$ cat src/rtl/core/assert_macros.svh
// Concurrent assertion helpers used by the RTL in this folder.
`ifndef ASSERT_MACROS_SVH
`define ASSERT_MACROS_SVH

// Check that prop holds at every clock edge outside reset.
`define ASSERT_HOLDS(label, clk, rst, prop, msg) \
   label: assert property (@(posedge clk) disable iff (rst) (prop)) else $error(msg);

// Check that cond is never true at a clock edge outside reset.
`define ASSERT_NEVER(label, clk, rst, cond, msg) \
   label: assert property (@(posedge clk) disable iff (rst) !(cond)) else $error(msg);

`endif

$ cat src/rtl/core/picd_pkg.sv
package picd_pkg;

   localparam int unsigned WordWidth  = 32;
   localparam int unsigned MnemWidth  = 7;
   localparam int unsigned XoWidth    = 10;
   localparam int unsigned PrimWidth  = 6;

   // Mnemonic index, in listing order.
   typedef enum logic [MnemWidth-1:0] {
      MN_PSQ_STX = 7'd0, MN_SUBFIC, MN_CMPLI, MN_CMPI, MN_ADDIC, MN_ADDIC_RC,
      MN_ADDI, MN_ADDIS, MN_BC, MN_B, MN_BCLR, MN_CRXOR, MN_CROR, MN_BCCTR,
      MN_RLWIMI, MN_RLWINM, MN_ORI, MN_ORIS, MN_XORIS, MN_CMP, MN_SLW, MN_SUBF,
      MN_MFSPR, MN_OR, MN_MTSPR, MN_SRW, MN_EXTSB, MN_NEG, MN_LWZ, MN_LWZU,
      MN_LBZ, MN_STW, MN_STWU, MN_STB, MN_LHZ, MN_STH, MN_LMW, MN_STMW, MN_LFS,
      MN_LFSU, MN_LFD, MN_STFS, MN_STFSU, MN_STFD, MN_PSQ_L, MN_FDIVS, MN_FSUBS,
      MN_FADDS, MN_FMULS, MN_FMSUBS, MN_FMADDS, MN_FNMSUBS, MN_PSQ_ST, MN_FRSP,
      MN_FCTIWZ, MN_FCMPO, MN_FNEG, MN_FMR, MN_FABS, MN_FDIV, MN_FSUB, MN_FADD,
      MN_FSEL, MN_FMUL, MN_FRSQRTE, MN_FMSUB, MN_FMADD, MN_FNMSUB, MN_UNKNOWN
   } mnem_type;

   // Which extended-opcode group a primary opcode refers to.
   typedef enum logic [2:0] {
      GRP_NONE = 3'd0,
      GRP_19   = 3'd1,
      GRP_31   = 3'd2,
      GRP_59   = 3'd3,
      GRP_63   = 3'd4
   } grp_type;

   localparam logic [PrimWidth-1:0] OpGroup19 = 6'd19;
   localparam logic [PrimWidth-1:0] OpGroup31 = 6'd31;
   localparam logic [PrimWidth-1:0] OpGroup59 = 6'd59;
   localparam logic [PrimWidth-1:0] OpGroup63 = 6'd63;

   localparam logic [8:0] XoNegLow = 9'd104;

   typedef struct packed {
      mnem_type mnem;
      grp_type  grp;
   } prim_dec_type;

   typedef struct packed {
      mnem_type prim_mnem;
      grp_type  grp;
      mnem_type g19;
      mnem_type g31;
      mnem_type g59;
      mnem_type g63;
   } dec_stage_type;

   function automatic prim_dec_type decode_primary(input logic [PrimWidth-1:0] op);
      prim_dec_type d;
      d.grp  = GRP_NONE;
      d.mnem = MN_UNKNOWN;
      unique case (op)
         6'd4:  d.mnem = MN_PSQ_STX;
         6'd8:  d.mnem = MN_SUBFIC;
         6'd10: d.mnem = MN_CMPLI;
         6'd11: d.mnem = MN_CMPI;
         6'd12: d.mnem = MN_ADDIC;
         6'd13: d.mnem = MN_ADDIC_RC;
         6'd14: d.mnem = MN_ADDI;
         6'd15: d.mnem = MN_ADDIS;
         6'd16: d.mnem = MN_BC;
         6'd18: d.mnem = MN_B;
         OpGroup19: d.grp = GRP_19;
         6'd20: d.mnem = MN_RLWIMI;
         6'd21: d.mnem = MN_RLWINM;
         6'd24: d.mnem = MN_ORI;
         6'd25: d.mnem = MN_ORIS;
         6'd27: d.mnem = MN_XORIS;
         OpGroup31: d.grp = GRP_31;
         6'd32: d.mnem = MN_LWZ;
         6'd33: d.mnem = MN_LWZU;
         6'd34: d.mnem = MN_LBZ;
         6'd36: d.mnem = MN_STW;
         6'd37: d.mnem = MN_STWU;
         6'd38: d.mnem = MN_STB;
         6'd40: d.mnem = MN_LHZ;
         6'd44: d.mnem = MN_STH;
         6'd46: d.mnem = MN_LMW;
         6'd47: d.mnem = MN_STMW;
         6'd48: d.mnem = MN_LFS;
         6'd49: d.mnem = MN_LFSU;
         6'd50: d.mnem = MN_LFD;
         6'd52: d.mnem = MN_STFS;
         6'd53: d.mnem = MN_STFSU;
         6'd54: d.mnem = MN_STFD;
         6'd56: d.mnem = MN_PSQ_L;
         OpGroup59: d.grp = GRP_59;
         6'd60: d.mnem = MN_PSQ_ST;
         OpGroup63: d.grp = GRP_63;
         default: d.mnem = MN_UNKNOWN;
      endcase
      return d;
   endfunction

   function automatic mnem_type decode_g19(input logic [XoWidth-1:0] xo);
      mnem_type m;
      unique case (xo)
         10'd16:  m = MN_BCLR;
         10'd193: m = MN_CRXOR;
         10'd449: m = MN_CROR;
         10'd528: m = MN_BCCTR;
         default: m = MN_UNKNOWN;
      endcase
      return m;
   endfunction

   function automatic mnem_type decode_g31(input logic [XoWidth-1:0] xo);
      mnem_type m;
      unique case (xo)
         10'd0:   m = MN_CMP;
         10'd24:  m = MN_SLW;
         10'd40:  m = MN_SUBF;
         10'd339: m = MN_MFSPR;
         10'd444: m = MN_OR;
         10'd467: m = MN_MTSPR;
         10'd536: m = MN_SRW;
         10'd954: m = MN_EXTSB;
         // neg ignores the OE bit
         default: m = (xo[8:0] == XoNegLow) ? MN_NEG : MN_UNKNOWN;
      endcase
      return m;
   endfunction

   function automatic mnem_type decode_g59(input logic [4:0] xo);
      mnem_type m;
      unique case (xo)
         5'd18:   m = MN_FDIVS;
         5'd20:   m = MN_FSUBS;
         5'd21:   m = MN_FADDS;
         5'd25:   m = MN_FMULS;
         5'd28:   m = MN_FMSUBS;
         5'd29:   m = MN_FMADDS;
         5'd30:   m = MN_FNMSUBS;
         default: m = MN_UNKNOWN;
      endcase
      return m;
   endfunction

   function automatic mnem_type decode_g63(input logic [XoWidth-1:0] xo);
      mnem_type m;
      mnem_type m5;
      unique case (xo[4:0])
         5'd18:   m5 = MN_FDIV;
         5'd20:   m5 = MN_FSUB;
         5'd21:   m5 = MN_FADD;
         5'd23:   m5 = MN_FSEL;
         5'd25:   m5 = MN_FMUL;
         5'd26:   m5 = MN_FRSQRTE;
         5'd28:   m5 = MN_FMSUB;
         5'd29:   m5 = MN_FMADD;
         5'd30:   m5 = MN_FNMSUB;
         default: m5 = MN_UNKNOWN;
      endcase
      // full code first, then fall back to the A-form low bits
      unique case (xo)
         10'd12:  m = MN_FRSP;
         10'd15:  m = MN_FCTIWZ;
         10'd32:  m = MN_FCMPO;
         10'd40:  m = MN_FNEG;
         10'd72:  m = MN_FMR;
         10'd264: m = MN_FABS;
         default: m = m5;
      endcase
      return m;
   endfunction

endpackage

$ cat src/rtl/core/ppc_instruction_class_decoder_unit.sv
// Channel  | Direction | Payload
// req_     | in        | tdata[31:0] instr_word
// rsp_     | out       | tdata[6:0] mnemonic, tdata[7] zero; tuser[0] unknown
//
// Three register stages: capture word with its primary decode, decode all
// group tables, select. One transaction per cycle is sustained while
// rsp_tready is high.
// Reset (synchronous, active high) clears the stage valid bits only.
// Each stage advances when the stage after it is empty or moving, so a stall
// on rsp_tready fills bubbles first and then holds every stage in place.
`include "assert_macros.svh"

module ppc_instruction_class_decoder_unit (
   input  logic                             clock,
   input  logic                             reset,
   input  logic                             req_tvalid,
   output logic                             req_tready,
   input  logic [picd_pkg::WordWidth-1:0]   req_tdata,   // [31:0] instr_word
   output logic                             rsp_tvalid,
   input  logic                             rsp_tready,
   output logic [7:0]                       rsp_tdata,   // [6:0] mnemonic, [7] zero
   output logic                             rsp_tuser    // [0] unknown
);
   import picd_pkg::*;

   logic                 s1_valid_ff, s1_valid_in;
   logic [WordWidth-1:0] s1_word_ff;
   prim_dec_type         s1_prim_ff, s1_prim_in;
   logic                 s2_valid_ff, s2_valid_in;
   dec_stage_type        s2_dec_ff, s2_dec_in;
   logic                 s3_valid_ff, s3_valid_in;
   mnem_type             s3_mnem_ff, s3_mnem_in;

   logic s1_ready, s2_ready, s3_ready;

   assign s3_ready = !s3_valid_ff || rsp_tready;
   assign s2_ready = !s2_valid_ff || s3_ready;
   assign s1_ready = !s1_valid_ff || s2_ready;
   assign req_tready = s1_ready;

   assign s1_valid_in = (req_tvalid && s1_ready) || (s1_valid_ff && !s2_ready);
   assign s2_valid_in = (s1_valid_ff && s2_ready) || (s2_valid_ff && !s3_ready);
   assign s3_valid_in = (s2_valid_ff && s3_ready) || (s3_valid_ff && !rsp_tready);

   // Stage 1 decode: primary opcode
   assign s1_prim_in = decode_primary(req_tdata[31:26]);

   // Stage 2 decode: every group table in parallel
   always_comb begin
      s2_dec_in.prim_mnem = s1_prim_ff.mnem;
      s2_dec_in.grp       = s1_prim_ff.grp;
      s2_dec_in.g19       = decode_g19(s1_word_ff[10:1]);
      s2_dec_in.g31       = decode_g31(s1_word_ff[10:1]);
      s2_dec_in.g59       = decode_g59(s1_word_ff[5:1]);
      s2_dec_in.g63       = decode_g63(s1_word_ff[10:1]);
   end

   // Stage 3: pick the group result
   always_comb begin
      unique case (s2_dec_ff.grp)
         GRP_19:  s3_mnem_in = s2_dec_ff.g19;
         GRP_31:  s3_mnem_in = s2_dec_ff.g31;
         GRP_59:  s3_mnem_in = s2_dec_ff.g59;
         GRP_63:  s3_mnem_in = s2_dec_ff.g63;
         GRP_NONE: s3_mnem_in = s2_dec_ff.prim_mnem;
         default: s3_mnem_in = MN_UNKNOWN;
      endcase
   end

   always_ff @(posedge clock) begin
      if (reset) begin
         s1_valid_ff <= 1'b0;
         s2_valid_ff <= 1'b0;
         s3_valid_ff <= 1'b0;
      end else begin
         s1_valid_ff <= s1_valid_in;
         s2_valid_ff <= s2_valid_in;
         s3_valid_ff <= s3_valid_in;
      end
   end

   always_ff @(posedge clock) begin
      if (req_tvalid && s1_ready) begin
         s1_word_ff <= req_tdata;
         s1_prim_ff <= s1_prim_in;
      end
      if (s1_valid_ff && s2_ready) begin
         s2_dec_ff <= s2_dec_in;
      end
      if (s2_valid_ff && s3_ready) begin
         s3_mnem_ff <= s3_mnem_in;
      end
   end

   assign rsp_tvalid = s3_valid_ff;
   assign rsp_tdata  = {1'b0, s3_mnem_ff};
   assign rsp_tuser  = (s3_mnem_ff == MN_UNKNOWN);

   `ASSERT_HOLDS(a_unknown_flag, clock, reset,
      rsp_tvalid |-> (rsp_tuser == (rsp_tdata[6:0] == MN_UNKNOWN)),
      "unknown flag disagrees with mnemonic")
   `ASSERT_NEVER(a_mnem_range, clock, reset,
      rsp_tvalid && (rsp_tdata[6:0] > MN_UNKNOWN),
      "mnemonic index out of range")
   `ASSERT_HOLDS(a_s2_hold, clock, reset,
      (s2_valid_ff && !s3_ready) |=> (s2_valid_ff && $stable(s2_dec_ff)),
      "stage 2 lost or changed its transaction during a stall")
   `ASSERT_HOLDS(a_s1_hold, clock, reset,
      (s1_valid_ff && !s2_ready) |=> (s1_valid_ff && $stable(s1_word_ff)),
      "stage 1 lost or changed its transaction during a stall")

endmodule
$ cat config.mk
export PLATFORM = sky130hd
export DESIGN_NAME = ppc_instruction_class_decoder_unit
export DESIGN_NICKNAME = d
export VERILOG_FILES = /design/src/rtl/core/picd_pkg.sv /design/src/rtl/core/ppc_instruction_class_decoder_unit.sv
export VERILOG_INCLUDE_DIRS = /design/src /design/src/rtl/core
export SDC_FILE = /design/constraint.sdc
export NUM_CORES = 1
export LEC_CHECK = 0
export ABC_CLOCK_PERIOD_IN_PS = 6910
export BUFFER_PORTS_ARGS = -buffer_cell sky130_fd_sc_hd__buf_2
export CAP_MARGIN = 25
export CORE_MARGIN = 1
export CORE_UTILIZATION = 35
export DETAILED_ROUTE_END_ITERATION = 7
export SYNTH_ARGS = -nofsm -noshare
export SYNTH_HDL_FRONTEND = slang
export SYNTH_SLANG_ARGS = --single-unit
$ cat constraint.sdc
create_clock -name clock -period 6.91 [get_ports clock]
set_input_delay 1.382 -clock clock [delete_from_list [all_inputs] [get_ports clock]]
set_output_delay 1.382 -clock clock [all_outputs]
set_load 0.05 [all_outputs]
==> Word level (Yosys, flattened, before mapping) <==
Memory sizes are Yosys's and may differ from the RTL's. A register that Yosys moved wholly into a read port is not among the register bits.
Cells that the tools add are included.
{ "totals": {"register_bits": 69, "mem_bits_ro": 224, "inputBits": 36, "output_inout_bits": 11, "mem_count": 1} }
{ "mem_list": {"columns": ["name", "depth", "width", "read_ports", "rd_clocked_by_memory_dff", "write_ports", "line_no", "rtl"], "rows": [
  ["(no name shown)", 32, 7, 1, 1, 0, "picd_pkg.sv:145", "unique case (xo[4:0])"]
]} }
{ "op_classes": {"n_eq_ne": 66, "mux": 9, "reduce_logical": 20} }
{ "ops": {"columns": ["operator", "n"], "rows": [
  ["7-bit case mux with 33 select lines", 1],
  ["6-bit equality test (second input constant)", 20],
  ["7-bit case mux with 8 select lines", 1],
  ["6-bit by 5-bit equality test with 1-bit output (second input constant)", 9],
  ["10-bit by 9-bit equality test with 1-bit output (second input constant)", 5],
  ["7-bit case mux with 7 select lines", 1],
  ["6-bit by 4-bit equality test with 1-bit output (second input constant)", 7],
  ["7-bit case mux with 6 select lines", 1],
  ["5-bit equality test (second input constant)", 7],
  ["7-bit case mux with 5 select lines", 1],
  ["10-bit equality test (second input constant)", 3],
  ["7-bit case mux with 4 select lines", 1],
  ["10-bit by 4-bit equality test with 1-bit output (second input constant)", 2],
  ["10-bit by 5-bit equality test with 1-bit output (second input constant)", 2],
  ["10-bit by 6-bit equality test with 1-bit output (second input constant)", 2],
  ["3-bit case mux with 4 select lines", 1],
  ["10-bit by 7-bit equality test with 1-bit output (second input constant)", 1],
  ["10-bit by 8-bit equality test with 1-bit output (second input constant)", 1],
  ["10-bit zero test", 1],
  ["9-bit by 7-bit equality test with 1-bit output (second input constant)", 1],
  ["7-bit equality test (second input constant)", 1],
  ["7-bit two-way mux", 1],
  ["3-bit by 2-bit equality test with 1-bit output (second input constant)", 2],
  ["6-bit by 3-bit equality test with 1-bit output (second input constant)", 1],
  ["7 further kinds", 22]
]} }

==> Logic depth before layout (Yosys ltp) <==
{ "logic_depth": {"ltp_word": 6, "ltp_mapped": 7} }

==> Worst setup path before layout <==
No wires, ideal clock.
{ "synth_path": {"path_kind": "input to register", "from": "input rsp_tready", "to": "register s2_dec_ff[0] in the netlist's numbering (enable)", "setup_ns": 0.478, "arrival_time_ns": 3.980, "required_time_ns": 6.432, "setup_slack_ns": 2.453, "path_stages": 2, "path_cell_list": "nor2b_1 > a21boi_0"} }
{ "synth_via": {"elab_chain_cells": 3} }
{ "synth_rtl": {"columns": ["element", "line_no", "rtl"], "rows": [
  ["start: declaration", "ppc_instruction_class_decoder_unit.sv:20", "input logic rsp_tready,"],
  ["1-bit logical OR", "ppc_instruction_class_decoder_unit.sv:36", "assign s3_ready = !s3_valid_ff || rsp_tready;"],
  ["1-bit logical OR", "ppc_instruction_class_decoder_unit.sv:37", "assign s2_ready = !s2_valid_ff || s3_ready;"],
  ["1-bit logical AND", "ppc_instruction_class_decoder_unit.sv:87", "if (s1_valid_ff && s2_ready) begin"],
  ["end signal: assignment", "ppc_instruction_class_decoder_unit.sv:88", "s2_dec_ff <= s2_dec_in;"],
  ["end: declaration", "ppc_instruction_class_decoder_unit.sv:30", "dec_stage_type s2_dec_ff, s2_dec_in;"]
]} }
Every way passes these cells.
A chain may end at the register's enable or synchronous reset.

==> Final worst setup path <==
{ "layout_path": {"from": "input rsp_tready", "to": "output req_tready"} }
{ "layout_via": {"elab_chain_cells": 3} }
{ "layout_rtl": {"columns": ["element", "line_no", "rtl"], "rows": [
  ["1-bit logical OR", "ppc_instruction_class_decoder_unit.sv:36", null],
  ["1-bit logical OR", "ppc_instruction_class_decoder_unit.sv:37", null],
  ["1-bit logical OR", "ppc_instruction_class_decoder_unit.sv:38", "assign s1_ready = !s1_valid_ff || s2_ready;"],
  ["end: declaration", "ppc_instruction_class_decoder_unit.sv:17", "output logic req_tready,"]
]} }
Every way passes these cells.

==> out/qor.yml <==
status:
  status: "completed"
synthesis:
  synth_nets: 404
  async_flop_share_pct: 0
  netlist_area_um2: 3854
  synthTopCellsByCount: "edfxtp_1, a21oi_1, nand2_1, nor2_1, nor2b_1"
  yosys_warnings: 0
  yosys_most_used_dff: "edfxtp_1"
  ys_top_cells_by_area: "edfxtp_1, a21oi_1, dfxtp_1, nor2b_1, nand2_1"
  netlist-cell-type-count: 71
  yosys.area.top_type_share_pct: 47.53
  synth_most_common_cell: "edfxtp_1"
  synth_cells: 368
  synth-edff-count: 61
  synth-seq-area-share_pct: 51.69
  ys_ff_latch: 69
  synth.largest_area_cell: "edfxtp_1"
  synth.avg_cell_area_um2: 10.47
finish:
  area_growth_pct: 11.82
  fill_cells: 1020
  antennaDiodeCount: 0
  drive_gt1_share_pct: 17.62
  layout.nets: 417
  finalCoreUtilization_pct: 41.00
  stdcell_area_um2: 4309
placed_design:
  place_area_um2: 4048
  post-dp-hpwl_um: 5185
  io_buffer_count: 29
  gp_congestion: 0.7945
sta:
  slew_violations: 0
  worst_hold_slack_ns: 0.4169
  fin_tns_setup_ns: 0
  setup_viol: 0
  maxSlewHeadroom_pct: 41.92
  finalHoldViolCount: 0
  worst_slew_pin_slew_ns: 0.8712
  period_share_pct: 54.12
  skew_ns: 0.004920
  max_freq_mhz: 267.4
  rsz0062_at_grt: "no"
  period_minus_slack_ns: 3.740
clock_network:
  cts-hold-fix-buffers: 0
  cts_made_buffers: 9
  clk_transition_reported_paths_ns: 0.08
  worstSkewPairLatency_ns: 0.33
  cts_resized: 0
  cts_root_buffer: "clkbuf_8"
  cts_tree: "yes"
  cts_num_sinks: 69
  cts-htree-levels: 3
  clk_path_buf_depth: 2
  cts_setup_buffers: 0
pwr:
  power.share.sequential_pct: 50.4
  internal_power_uw: 767.4
  leakage_uw: 0.001491
  combPwrFrac_pct: 10.7
  p_sw_uw: 246.5
  netSwitchingFraction_pct: 24.31
  ir_drop_mv: 0.1298
  powerDensity_nw_per_um2: 235.3
  clockPowerShare_pct: 38.9
floorplan:
  die_h_um: 106.9
  initial_core_util_pct: 36.67
  core_region_area_um2: 10510
  rows: 37
  ios: 47
  die_area_um2: 11430
  die_w_um: 106.9
drt:
  drc: 0
  first_iter_violations: 209
  viasPerCell: 5.393
  vias: 2815
  ant_nets: 0
  drt-pass1-iter-count: 4
  routed_wl_um: 7536
  wl_per_cell_um: 14.44
setup_path:
  path_class: "input pin to primary output"
  cp.required_ns: 5.53
  timing.critical_path.to_type: "primary output"
  setup.worst_path.start_class: "input pin"
  crit_path_max_fanout: 5
  arrival_ns: 2.36
global_route:
  overflow: 0
  grt_max_degree: 35
  antenna_found_initial: 0
  grt_usage_pct: 13.92
  first_global_vias: 2535
  grt_pass1_wl_um: 12430
run:
  drv_cap: 0
min_path:
  hold_path.class: "flip-flop to flip-flop"
-- sequential cells by signal (all words and copies together), names as in the netlist, named ones only --
register     flops
s1_word_ff      10
s3_mnem_ff       7
s1_valid_ff      1
s2_dec_ff       34
s1_prim_ff      10
s2_valid_ff      1
rsp_tvalid       1
-- logic make-up (layout without fill, tap and decap cells) --
| logic type | count (synthesis) | in the layout | share of synthesized area, % |
|---|---|---|---|
| AOI/OAI and AO/OA | 97 | 97 | 16.69 |
| muxes | 12 | 12 | 3.279 |
| other | 1 | 1 | 0.09731 |
| DFF | 69 | 69 | 51.69 |
| xor gates and xnor gates | 5 | 5 | 1.137 |
| buffers and inverters | 39 | 57 | 4.513 |
| and+or+nand+nor | 145 | 145 | 22.60 |
-- per-stage QoR --
step,worst slack [ns],total power [uW],std cells
finish,3.170,1014,522
global placement,3.186,623.6,505
detailed placement,3.176,626.6,505
global route,3.110,1058,522
floorplan,2.453,597.5,368
CTS,3.172,1021,521
-- cells in the final DEF (no fill, tap or decap), drive strengths merged, types with 4 or more instances in the layout --
master,Yosys,layout
clkbuf,10,9
nand3,8,8
nor2,25,25
buf,18,30
nor2b,20,20
mux2i,7,7
nor4,7,7
mux2,5,5
a22oi,7,7
nand4,4,4
edfxtp,61,61
nand2,27,27
dfxtp,8,8
nor3b,5,5
o21ai,15,15
inv,11,12
o22ai,4,4
a21oi,35,35
nor3,11,11
nand2b,14,14
-- power groups by stage --
stage | clock, uW | sequential, uW | combinational [uW]
floorplan | 0 | 507 | 90.4
global placement | 0 | 519 | 105
detailed placement | 0 | 520 | 107
CTS | 404 | 510 | 107
global route | 424 | 514 | 120
finish | 395 | 511 | 108
-- path summary, 6_finish.rpt --
kind / start / end / slack, ns / cells past startpoint
worst max register to register: s1_word_ff[5] / s2_dec_ff[6] / 4.61 / 5
worst min-delay path: s1_prim_ff[1] / s2_dec_ff[29] / 0.42 / 0
worst max-delay path: rsp_tready / req_tready / 3.17 / 4
worst min register to register: s1_prim_ff[1] / s2_dec_ff[29] / 0.42 / 0
-- cell type report --
type	instances	area (um^2)	area share, %
clock buffer	9	123.9	2.875
tap	136	170.2	3.949
sequential	69	1992	46.23
multi-input combinational	260	1699	39.43
inverter	11	41.29	0.9582
timing repair buffer	30	160.2	3.717
clock inverter	7	122.6	2.846
-- metal layers --
layer  GRT usage (%)  wire length [um]  share of wire, %
met1           20.09              3832                51
met5               0                 0                 0
met4           4.403                47              0.62
met2           20.78              3457                46
met3           2.918               198               2.6
-- critical path, stage by stage --
cell,delay [ns]
buf_2,0.09
nor2b_1,0.35
nand3_1,0.25
buf_2,0.28
No activity file was read; power rests on OpenSTA's default activity.
